File: src/rtl/krs_pkg.sv
// Package with types, constants and the weight table of the kernel smoother.
package krs_pkg;

	localparam int MAX_SAMPLES       = 1024;
	localparam int WEIGHT_TABLE_SIZE = 256;

	localparam int ADDR_W = $clog2(MAX_SAMPLES);
	localparam int CNT_W  = $clog2(MAX_SAMPLES + 1);
	localparam int IDX_W  = $clog2(WEIGHT_TABLE_SIZE);
	localparam int W_W    = 16;
	localparam int DEN_W  = W_W + ADDR_W;
	localparam int P_W    = 63;
	localparam int DVD_W  = 64;
	localparam int TAB_SQ = WEIGHT_TABLE_SIZE * WEIGHT_TABLE_SIZE;

	localparam logic [30:0]    NORM_SCALE = 31'd1591932205;
	localparam logic [W_W-1:0] W_ONE      = 16'd32768;

	localparam logic [1:0] CMD_LOAD  = 2'd0;
	localparam logic [1:0] CMD_QUERY = 2'd1;
	localparam logic [1:0] CMD_CLEAR = 2'd2;

	localparam logic CFG_KERNEL_MODE = 1'b0;
	localparam logic CFG_BANDWIDTH   = 1'b1;

	typedef enum logic [2:0] {
		ST_IDLE,
		ST_SCAN,
		ST_DRAIN,
		ST_DIV,
		ST_OUT
	} state_t;

	// One sample as it moves down the row of index cells.
	typedef struct packed {
		logic               vld;
		logic               hit;
		logic               sat;
		logic               pz;
		logic signed [31:0] y;
		logic [P_W-1:0]     r;
		logic [IDX_W-1:0]   q;
	} cell_beat_t;

	typedef logic [WEIGHT_TABLE_SIZE-1:0][W_W-1:0] wtab_t;

	// exp(-t*t/2) in Q1.15 for t = 4*i/SIZE, as a short series raised to the 64th power.
	// The six series terms alternate in sign, each one the previous times b over k.
	function automatic wtab_t build_wtab();
		wtab_t           tab;
		longint unsigned b;
		longint unsigned term;
		longint unsigned sum;
		for (int i = 0; i < WEIGHT_TABLE_SIZE; i++) begin
			b    = ((longint'(i) * longint'(i)) << 28) / TAB_SQ;
			term = 64'h8000_0000;
			sum  = 64'h8000_0000;
			term = (term * b) >> 31;
			sum  = sum - term;
			term = ((term * b) >> 31) >> 1;
			sum  = sum + term;
			term = ((term * b) >> 31) / 64'd3;
			sum  = sum - term;
			term = ((term * b) >> 31) >> 2;
			sum  = sum + term;
			term = ((term * b) >> 31) / 64'd5;
			sum  = sum - term;
			term = ((term * b) >> 31) / 64'd6;
			sum  = sum + term;
			for (int s = 0; s < 6; s++) begin
				sum = (sum * sum) >> 31;
			end
			tab[i] = W_W'((sum + 64'd32768) >> 16);
		end
		return tab;
	endfunction

	localparam wtab_t WTAB = build_wtab();

endpackage

File: src/rtl/krs_div.sv
// Restoring divider, one quotient bit per cycle.
module krs_div import krs_pkg::*; (
	input  logic             clk,
	input  logic             arst_n,
	input  logic             start,
	input  logic [DVD_W-1:0] dividend,
	input  logic [DEN_W-1:0] divisor,
	output logic             done,
	output logic [DVD_W-1:0] quotient
);

	localparam int CNT_DW = $clog2(DVD_W + 1);

	logic              busy_q;
	logic              done_q;
	logic [CNT_DW-1:0] cnt_q;
	logic [DEN_W-1:0]  rem_q;
	logic [DVD_W-1:0]  quo_q;
	logic [DEN_W:0]    sh;
	logic              ge;
	logic [DEN_W:0]    sh_sub;

	always_comb begin
		sh     = {rem_q, quo_q[DVD_W-1]};
		ge     = sh >= {1'b0, divisor};
		sh_sub = sh - {1'b0, divisor};
	end

	always_ff @(posedge clk or negedge arst_n) begin
		if (!arst_n) begin
			busy_q <= 1'b0;
			done_q <= 1'b0;
			cnt_q  <= '0;
		end else begin
			done_q <= 1'b0;
			if (start) begin
				busy_q <= 1'b1;
				cnt_q  <= CNT_DW'(DVD_W);
			end else if (busy_q) begin
				cnt_q <= cnt_q - 1'b1;
				if (cnt_q == CNT_DW'(1)) begin
					busy_q <= 1'b0;
					done_q <= 1'b1;
				end
			end
		end
	end

	always_ff @(posedge clk) begin
		if (start) begin
			rem_q <= '0;
			quo_q <= dividend;
		end else if (busy_q) begin
			rem_q <= ge ? sh_sub[DEN_W-1:0] : sh[DEN_W-1:0];
			quo_q <= {quo_q[DVD_W-2:0], ge};
		end
	end

	assign done     = done_q;
	assign quotient = quo_q;

endmodule

File: config.mk
export PLATFORM = sky130hd
export DESIGN_NAME = krs_div
export DESIGN_NICKNAME = d
export VERILOG_FILES = /design/src/rtl/krs_pkg.sv /design/src/rtl/krs_div.sv
export SDC_FILE = /design/constraint.sdc
export NUM_CORES = 1
export LEC_CHECK = 0
export ABC_AREA = 1
export BUFFER_PORTS_ARGS = -buffer_cell sky130_fd_sc_hd__clkbuf_2
export CAP_MARGIN = 20
export CORE_MARGIN = 4
export CORE_UTILIZATION = 25
export CTS_CLUSTER_SIZE = 24
export DETAILED_ROUTE_END_ITERATION = 10
export GPL_TIMING_DRIVEN = 0
export HOLD_SLACK_MARGIN = 0.15
export SYNTH_ARGS = -nofsm -noshare
export SYNTH_HDL_FRONTEND = slang
export SYNTH_SLANG_ARGS = --single-unit
File: constraint.sdc
create_clock -name clk -period 2.9 [get_ports clk]
set_input_delay 0.58 -clock clk [delete_from_list [all_inputs] [get_ports clk]]
set_output_delay 0.58 -clock clk [all_outputs]
set_load 0.03 [all_outputs]
==> impl_metrics.json <==
{
  "port_buffers": 157,
  "worstSetupEndpointType": "register",
  "areaGrowthSynthToFinish_pct": 24.1,
  "synth_nets": 1062,
  "io_pins": 158,
  "drc": 0,
  "overflow": 0,
  "cts_buffers": 9,
  "die_w_um": 169,
  "drv_slew": 0,
  "r2r_end": "quotient[0]$_DFFE_PP_",
  "post-route-cell-area_um2": 8070,
  "cts_tree": "done",
  "crit_path_start": "quotient[63]$_DFFE_PP_",
  "synth-seq-cells": 99,
  "dr.pass1.iters": 5,
  "dieArea_um2": 28600,
  "rsz0062_at_grt": "false",
  "power_density_nw_per_um2": 727,
  "grt_pass1_vias": 6204,
  "synthCells": 940,
  "status": "completed",
  "cts_sinks": 99,
  "post-route-period-util": 0.826,
  "place.detailed.hpwl_um": 15500,
  "first_iter_violations": 455,
  "regToRegSetupSlack_ps": 510,
  "grt_pass1_wl_um": 31600,
  "postCtsSetupRepairBufs": 0,
  "relSlewSlack": 0.243,
  "fin_setup_tns_ps": 0,
  "grt_max_degree": 52,
  "synth_sequential_area_ratio": 0.411,
  "cts-htree-levels": 3,
  "drv_cap": 0,
  "routed_wl_um": 19600,
  "fin_skew_ps": 11.4,
  "row_count": 58,
  "crit_type": "reg -> reg",
  "yosysWarnings": 0,
  "r2r-start": "quotient[63]$_DFFE_PP_",
  "grtUsageTotal": 0.137,
  "min_path_cells": 2,
  "clk_latency_ps": 360,
  "cts.repair.resized": 0,
  "clockRootBuffer": "clkbuf_16",
  "fin_crit_ps": 2390,
  "cp.arrival_ps": 2520,
  "timing.hold.worst.class": "reg -> reg",
  "drive_gt1_frac": 0.179,
  "setup_viol": 0,
  "vias": 6265,
  "synth_area_um2": 6500,
  "postRouteAntennaNets": 0,
  "hold_viol": 0,
  "cts.path.max_buffers": 2,
  "crit_end": "quotient[0]$_DFFE_PP_",
  "crit_required_ps": 3020,
  "r2r_cells": 12,
  "clkTransAtPathRegs_ps": 90,
  "ir_worst_vdd_mv": 0.267,
  "critPathMaxFanout": 10,
  "avgRoutedWirePerCell_um": 13.5,
  "finish.utilization": 0.318,
  "ys_types": 34,
  "postPlaceCellArea_um2": 7730,
  "avgViaCountPerCell": 4.34,
  "fmax_mhz": 418,
  "postCtsHoldBufs": 1,
  "syn_area_per_cell_um2": 6.91,
  "start_util": 0.256,
  "tightest_slew_ps": 1130,
  "start_kind": "register",
  "nets": 1232,
  "core_area_um2": 25400,
  "antenna_found_initial": 1,
  "routabilityCongestion": 0.917,
  "antenna_cells": 0,
  "die_h_um": 169,
  "p_leak_nw": 4.44,
  "min_from": "rem_q[24]$_SDFFE_PP0P_"
}
how the worst min path moves through the flow:
stage,endpoint
2_1_floorplan,busy_q$_DFF_PN0_
3_3_place_gp,cnt_q[4]$_DFFE_PN0P_
3_5_place_dp,cnt_q[4]$_DFFE_PN0P_
4_1_cts,quotient[21]$_DFFE_PP_
5_1_grt,quotient[27]$_DFFE_PP_
6_report,rem_q[24]$_SDFFE_PP0P_
state kept, by name, summed over array words and instances (netlist names):
register and cells:
busy_q 1, cnt_q 7, done 1, quotient 64, rem_q 26
stage by stage:
stage | total power, W | setup WS [ps] | std cells | hold slack, ps
detailed placement | 0.00452 | 148 | 1428 | 458
finish | 0.00586 | 506 | 1445 | 473
CTS | 0.00592 | 516 | 1445 | 464
floorplan | 0.00385 | 659 | 940 | 284
global placement | 0.00450 | -440 | 1427 | 453
global route | 0.00635 | 337 | 1445 | 475
cell type report:
class	instances	area [um^2]
sequential	99	2670
multi-input combinational	651	3100
tap	330	413
inverter	164	616
clock inverter	7	103
buffer	26	123
fill	2842	17300
clock buffer	9	225
timing repair buffer	159	823
power breakdown:
part	leakage (nW)	internal, W	switching [W]
logic	3.25	0.000889	0.00168
registers	1.03	0.00177	0.000156
clock network	0.160	0.000705	0.000660
total	4.44	0.00336	0.00250
worst max-delay path, stage by stage, from the launching register on:
cell      delay [ps]
edfxtp_1         430
inv_1            160
ha_1             210
inv_1             80
nand3_1           70
nand2_1          140
nand2_1          100
nand3_1          150
nand2_2          260
nand3_4          190
buf_6            230
nand2_1           80
nand2_1           50
cells in the mapped netlist (all sizes together):
| library cell | count | area, um^2 |
|---|---|---|
| ha | 28 | 350 |
| xnor2 | 9 | 78.8 |
| nor3 | 3 | 20.0 |
| nor2 | 42 | 165 |
| o21ai | 18 | 90.1 |
| o22ai | 1 | 6.26 |
| dfxtp | 26 | 521 |
| clkbuf | 18 | 67.6 |
| inv | 164 | 616 |
| nand3 | 67 | 400 |
| nand2 | 423 | 1590 |
| nand3b | 3 | 22.5 |
| o21bai | 1 | 7.51 |
| nand4 | 33 | 206 |
| edfxtp | 64 | 1920 |
| fa | 1 | 20.0 |
| and2 | 1 | 6.26 |
| nor4 | 1 | 6.26 |
| xor2 | 2 | 17.5 |
| a21oi | 16 | 91.3 |
| a21o | 1 | 7.51 |
| buf | 8 | 51.3 |
| dfrtp | 9 | 225 |
| or2 | 1 | 6.26 |
layer usage:
layer,up-vias,share of wire,GRT usage
met2,182,0.46,0.233
met4,2,0.013,0.0333
li1,3268,-,-
met3,18,0.071,0.0417
met5,-,0.00041,0
met1,2795,0.46,0.172
cell families (layout without fill, tap and decap cells):
kind of cell               after synthesis  count (layout)  share of synthesized area
adders and majority gates               29              29                     0.0570
xor gates and xnor gates                11              11                     0.0148
AOI/OAI and AO/OA                       37              37                     0.0312
buffers and inverters                  190             365                      0.113
and+or+nand+nor                        574             574                      0.373
DFF                                     99              99                      0.411
cell usage in the layout (no fill, tap or decap), types with 5 or more instances in the layout:
cell type  synthesis  final
nand2_1          421    421
inv_1            163    163
clkbuf_2           0    157
edfxtp_1          64     64
nand3_1           57     57
nor2_1            39     39
nand4_1           33     33
ha_1              28     28
dfxtp_1           26     26
clkbuf_1          18     18
a21oi_1           15     15
o21ai_0           12     12
xnor2_1            9      9
dfrtp_1            9      9
clkbuf_16          0      9
nand3_2            8      8
o21ai_1            6      6
buf_2              5      5
Note: power is estimated with default switching activity, not from simulation.
