==> config.mk <==
export PLATFORM = sky130hd
export DESIGN_NAME = krs_cell
export DESIGN_NICKNAME = d
export VERILOG_FILES = /design/src/rtl/krs_pkg.sv /design/src/rtl/krs_cell.sv
export SDC_FILE = /design/constraint.sdc
export NUM_CORES = 1
export LEC_CHECK = 0
export ABC_CLOCK_PERIOD_IN_PS = 800
export BUFFER_PORTS_ARGS = -buffer_cell sky130_fd_sc_hd__buf_2
export CELL_PAD_IN_SITES_DETAIL_PLACEMENT = 0
export CELL_PAD_IN_SITES_GLOBAL_PLACEMENT = 1
export CORE_MARGIN = 4
export CORE_UTILIZATION = 35
export CTS_CLUSTER_DIAMETER = 50
export DETAILED_ROUTE_END_ITERATION = 10
export HOLD_SLACK_MARGIN = 0.1
export PLACE_DENSITY = 0.82
export SETUP_SLACK_MARGIN = 0.3
export SYNTH_ARGS = -nofsm -noshare
export SYNTH_HDL_FRONTEND = slang
export SYNTH_SLANG_ARGS = --single-unit
==> constraint.sdc <==
create_clock -name clk -period 0.8 [get_ports clk]
set_input_delay 0.08 -clock clk [delete_from_list [all_inputs] [get_ports clk]]
set_output_delay 0.08 -clock clk [all_outputs]
set_load 0.02 [all_outputs]
==> src/rtl/krs_pkg.sv <==
// Package with types, constants and the weight table of the kernel smoother.
package krs_pkg;

	localparam int MAX_SAMPLES       = 1024;
	localparam int WEIGHT_TABLE_SIZE = 256;

	localparam int ADDR_W = $clog2(MAX_SAMPLES);
	localparam int CNT_W  = $clog2(MAX_SAMPLES + 1);
	localparam int IDX_W  = $clog2(WEIGHT_TABLE_SIZE);
	localparam int W_W    = 16;
	localparam int DEN_W  = W_W + ADDR_W;
	localparam int P_W    = 63;
	localparam int DVD_W  = 64;
	localparam int TAB_SQ = WEIGHT_TABLE_SIZE * WEIGHT_TABLE_SIZE;

	localparam logic [30:0]    NORM_SCALE = 31'd1591932205;
	localparam logic [W_W-1:0] W_ONE      = 16'd32768;

	localparam logic [1:0] CMD_LOAD  = 2'd0;
	localparam logic [1:0] CMD_QUERY = 2'd1;
	localparam logic [1:0] CMD_CLEAR = 2'd2;

	localparam logic CFG_KERNEL_MODE = 1'b0;
	localparam logic CFG_BANDWIDTH   = 1'b1;

	typedef enum logic [2:0] {
		ST_IDLE,
		ST_SCAN,
		ST_DRAIN,
		ST_DIV,
		ST_OUT
	} state_t;

	// One sample as it moves down the row of index cells.
	typedef struct packed {
		logic               vld;
		logic               hit;
		logic               sat;
		logic               pz;
		logic signed [31:0] y;
		logic [P_W-1:0]     r;
		logic [IDX_W-1:0]   q;
	} cell_beat_t;

	typedef logic [WEIGHT_TABLE_SIZE-1:0][W_W-1:0] wtab_t;

	// exp(-t*t/2) in Q1.15 for t = 4*i/SIZE, as a short series raised to the 64th power.
	// The six series terms alternate in sign, each one the previous times b over k.
	function automatic wtab_t build_wtab();
		wtab_t           tab;
		longint unsigned b;
		longint unsigned term;
		longint unsigned sum;
		for (int i = 0; i < WEIGHT_TABLE_SIZE; i++) begin
			b    = ((longint'(i) * longint'(i)) << 28) / TAB_SQ;
			term = 64'h8000_0000;
			sum  = 64'h8000_0000;
			term = (term * b) >> 31;
			sum  = sum - term;
			term = ((term * b) >> 31) >> 1;
			sum  = sum + term;
			term = ((term * b) >> 31) / 64'd3;
			sum  = sum - term;
			term = ((term * b) >> 31) >> 2;
			sum  = sum + term;
			term = ((term * b) >> 31) / 64'd5;
			sum  = sum - term;
			term = ((term * b) >> 31) / 64'd6;
			sum  = sum + term;
			for (int s = 0; s < 6; s++) begin
				sum = (sum * sum) >> 31;
			end
			tab[i] = W_W'((sum + 64'd32768) >> 16);
		end
		return tab;
	endfunction

	localparam wtab_t WTAB = build_wtab();

endpackage

==> src/rtl/krs_cell.sv <==
// One cell of the index row: develops one quotient bit of the table index.
module krs_cell import krs_pkg::*; (
	input  logic           clk,
	input  logic           arst_n,
	input  logic [P_W-1:0] p,
	input  cell_beat_t     beat_in,
	output cell_beat_t     beat_out
);

	logic [P_W:0] r2;
	logic         ge;
	logic [P_W:0] r_sub;
	cell_beat_t   beat_d;
	cell_beat_t   beat_q;
	logic         vld_q;

	always_comb begin
		r2       = {beat_in.r, 1'b0};
		ge       = r2 >= {1'b0, p};
		r_sub    = r2 - {1'b0, p};
		beat_d   = beat_in;
		beat_d.r = ge ? r_sub[P_W-1:0] : r2[P_W-1:0];
		beat_d.q = {beat_in.q[IDX_W-2:0], ge};
	end

	always_ff @(posedge clk or negedge arst_n) begin
		if (!arst_n) begin
			vld_q <= 1'b0;
		end else begin
			vld_q <= beat_in.vld;
		end
	end

	always_ff @(posedge clk) begin
		beat_q <= beat_d;
	end

	always_comb begin
		beat_out     = beat_q;
		beat_out.vld = vld_q;
	end

endmodule

==> Implementation_results.wiki <==
{| class="wikitable"
! Metric !! Value
|-
| Via Count || 8755
|-
| Violation count after the first detailed-route iteration || 395
|-
| # IOs || 279
|-
| Largest net degree at the start of global routing || 32
|-
| Power per cell area || 1590 nW/um2
|-
| Slew of the pin with the lowest slew margin || 0.743 ns
|-
| Row cnt || 52
|-
| Final hold viol count || 25
|-
| First-pass GRT wire length || 41.9 mm
|-
| Number of clock sinks seen by CTS || 107
|-
| GP Congestion || 0.900
|-
| Maximum clock insertion buffer count || 2
|-
| Wire length per cell after detailed routing || 16.3 um
|-
| Required time of the critical path || 1.05 ns
|-
| Worst hold path cell count || 2
|-
| Clock-pin slew of the registers on the worst-case setup and hold paths || 0.09 ns
|-
| Number of buffers inserted by hold repair at cts || 44
|-
| Final core utilization || 70.9%
|-
| Sequential share of the synthesized area || 29.8%
|-
| Cell Area, Synth || 7210 um2
|-
| Aggregate global-route resource usage || 22.5%
|-
| Core footprint || 20200 um2
|-
| Number of buffers added by the clock tree synthesis step || 9
|-
| Number of register bits inferred by synthesis || 107
|-
| Initial antenna violation count || 3
|-
| Number of enable-type register cells in the synthesized netlist || 0
|-
| Gate count after technology mapping || 903
|-
| Time the final worst path needs with I/O delays and setup || 2.32 ns
|-
| GR Overflow Total || 0
|-
| CTS H-tree lvls || 3
|-
| Number of detailed-routing iterations run before antenna repair || 5
|-
| Die height || 152 um
|-
| Total Routed Length || 29.0 mm
|-
| Clock root cell || clkbuf_16
|-
| Number of unique standard cell types used by synthesis || 74
|-
| Peak per-stage delay on the critical path || 0.42 ns
|-
| Most frequent cell on the critical path || buf_12
|-
| Max-cap check violation count || 0
|-
| Type of the worst setup path || in -> reg
|-
| Number of routed nets with antenna violations || 0
|-
| Area share of the largest cell type after synthesis || 29.4%
|-
| Number of nets in the final layout || 1733
|-
| Critical-path maximum fanout || 7
|-
| Sink of the worst hold path || beat_out[8]
|-
| Number of global-route vias before repair || 8628
|-
| TritonCTS clock tree || yes
|-
| Part of the cycle the worst path needs || 290%
|-
| Static leakage || 6.65 nW
|-
| Mean area per synthesized cell || 7.98 um2
|-
| Final HPWL from detailed placement || 20.6 mm
|-
| Total Die Area || 23000 um2
|-
| Violated checks || hold timing, setup timing
|-
| Setup repair after global routing missed its margin || true
|-
| Max stage delay cell, worst path || fa_2
|-
| Worst Setup End Kind || flip-flop
|-
| Initial Util || 35.6%
|-
| Count of warnings emitted by yosys || 0
|-
| Worst hold slack || -0.0719 ns
|-
| Width of the die || 152 um
|-
| Leading area contributor after synthesis || dfxtp_1
|-
| Tightest Hold Check Type || in -> reg
|-
| DRC Markers || 0
|-
| Hold wc startpoint || p[0]
|-
| Final setup vio count || 171
|-
| Async set-reset flop share out of synthesis || 0.935%
|-
| Data arrival time of the worst path || 2.57 ns
|-
| # port buffers || 277
|-
| Post-route worst setup slack || -1.52 ns
|-
| Post-synthesis to final-layout area growth || 99.1%
|-
| Total power draw || 0.0228 W
|-
| Main flop type after synthesis || dfxtp_1
|-
| Count of pins over their slew limit || 0
|-
| Relative slew slack || 50.1%
|-
| Synth top area cells || dfxtp_1 (29%), ha_1 (11%), a21oi_1 (8.0%), nor2_1 (4.9%), inv_1 (3.9%)
|-
| Crit-path cells || buf_8 -> fa_2 -> a211oi_2 -> o21bai_2 -> o2111ai_4 -> a31oi_4 -> a2111oi_4 -> o21ai_4 -> buf_12 -> buf_12 -> buf_12 -> mux2_4
|-
| Run status || finished, violations left
|-
| Share of cells above drive strength 1 || 62.3%
|-
| Via density || 4.93
|-
| Worst vdd rail ir drop || 0.00111 V
|-
| Maximum operating frequency || 431 MHz
|-
| Launching element type of the critical path || input port
|-
| Synth Net Count || 1139
|}
-- worst max-delay path by stage --
stage / from / to / slack (ns) / depth (start not counted)
CTS: beat_in[8] / beat_out[62] / -1.49 / 13
detailed placement: beat_in[8] / beat_out[66] / -1.99 / 12
global placement: beat_in[8] / beat_out[66] / -1.92 / 12
finish: beat_in[8] / beat_out[14] / -1.52 / 12
global route: p[17] / beat_out[14] / -1.65 / 13
floorplan: p[55] / beat_out[68] / -1.52 / 12
-- metrics by stage --
step                      hold WS, ns  TNS, ns  instances  cell area (um2)  setup slack, ns
after floorplan                -0.216   -90.99        903             7660            -1.52
after global placement         -0.145  -117.01       1669            11100            -1.92
after detailed placement       -0.145  -119.79       1669            11100            -1.99
after CTS                     -0.0800   -99.30       1741            13200            -1.49
after global routing          -0.0721  -110.35       1775            14400            -1.65
final                         -0.0719   -99.46       1775            14400            -1.52
-- cell type report --
class | instances | area, um2
Multi-Input combinational cell | 674 | 5800
Clock buffer | 9 | 225
Tap cell | 270 | 338
Clock inverter | 7 | 80.1
Inverter | 75 | 307
Antenna cell | 3 | 7.51
Sequential cell | 107 | 2280
Fill cell | 1581 | 5880
Timing Repair Buffer | 630 | 5320
-- worst max-delay path: cells and delay by family --
kind / cells / cell delay [ns]
compound gates: 6 / 1.25
fa+ha+maj: 1 / 0.42
buf+inv: 4 / 0.51
mux: 1 / 0.29
-- cell families (layout without fill, tap and decap cells) --
logic type,count (synthesis),in the layout,synth area share (%)
AND/OR/NAND/NOR,257,257,16.7
multiplexers,13,13,2.00
AO/OA/AOI/OAI,286,287,26.6
flip-flops,107,107,29.8
buffers and inverters,123,721,7.27
other,0,3,0
adder cells (fa/ha/maj),64,64,11.2
XOR/XNOR,53,53,6.44
-- power breakdown --
part           total, W  internal (W)  switching [W]
clock network   0.00464       0.00223        0.00241
registers       0.00674       0.00632       0.000424
logic            0.0114       0.00607        0.00533
-- layout by cell type (no fill, tap or decap), drive strengths merged, types with 6 or more instances in the layout --
master	n
a21boi	8
a21o	34
a21oi	116
a221oi	6
a31oi	8
and2	6
and3	6
buf	580
clkbuf	15
dfxtp	106
dlygate4sd3	44
ha	63
inv	76
mux2	11
nand2	58
nand2b	9
nand3	16
nand3b	6
nand4	22
nor2	96
nor2b	11
nor3	11
o211ai	9
o21a	6
o21ai	45
o21bai	13
xnor2	27
xor2	26
-- flip-flops by register name (all words and copies together), names as in the netlist --
register / cells
vld_q: 1
beat_out: 106
-- synth_stat cells, drive strengths merged, types with 6 or more instances --
| library cell | count |
|---|---|
| o21a | 6 |
| clkbuf | 13 |
| a31oi | 8 |
| nand3 | 16 |
| nor3 | 11 |
| ha | 63 |
| o21bai | 13 |
| nand4 | 22 |
| xor2 | 26 |
| buf | 35 |
| o211ai | 9 |
| a21o | 34 |
| xnor2 | 27 |
| a21boi | 8 |
| a221oi | 6 |
| and3 | 6 |
| a21oi | 116 |
| nand3b | 6 |
| nand2b | 9 |
| nand2 | 58 |
| o21ai | 44 |
| nor2 | 96 |
| nor2b | 11 |
| and2 | 6 |
| inv | 75 |
| mux2 | 11 |
| dfxtp | 106 |
-- timing repair --
action	in CTS	in global routing
cloned	5	9
pin swaps	15	71
buffers inserted	7	22
hold endpoints to repair	100	53
resized for setup	399	179
setup endpoints to repair	171	171
-- per-layer routing --
metal  vias up  track usage, %  routed length (um)
met4         0            5.93                 574
li1       4370               -                   -
met2       258            40.1               14500
met5         -               0                   0
met3        43            3.57                1730
met1      4084            28.3               12200
No activity file was read; power rests on OpenSTA's default activity.
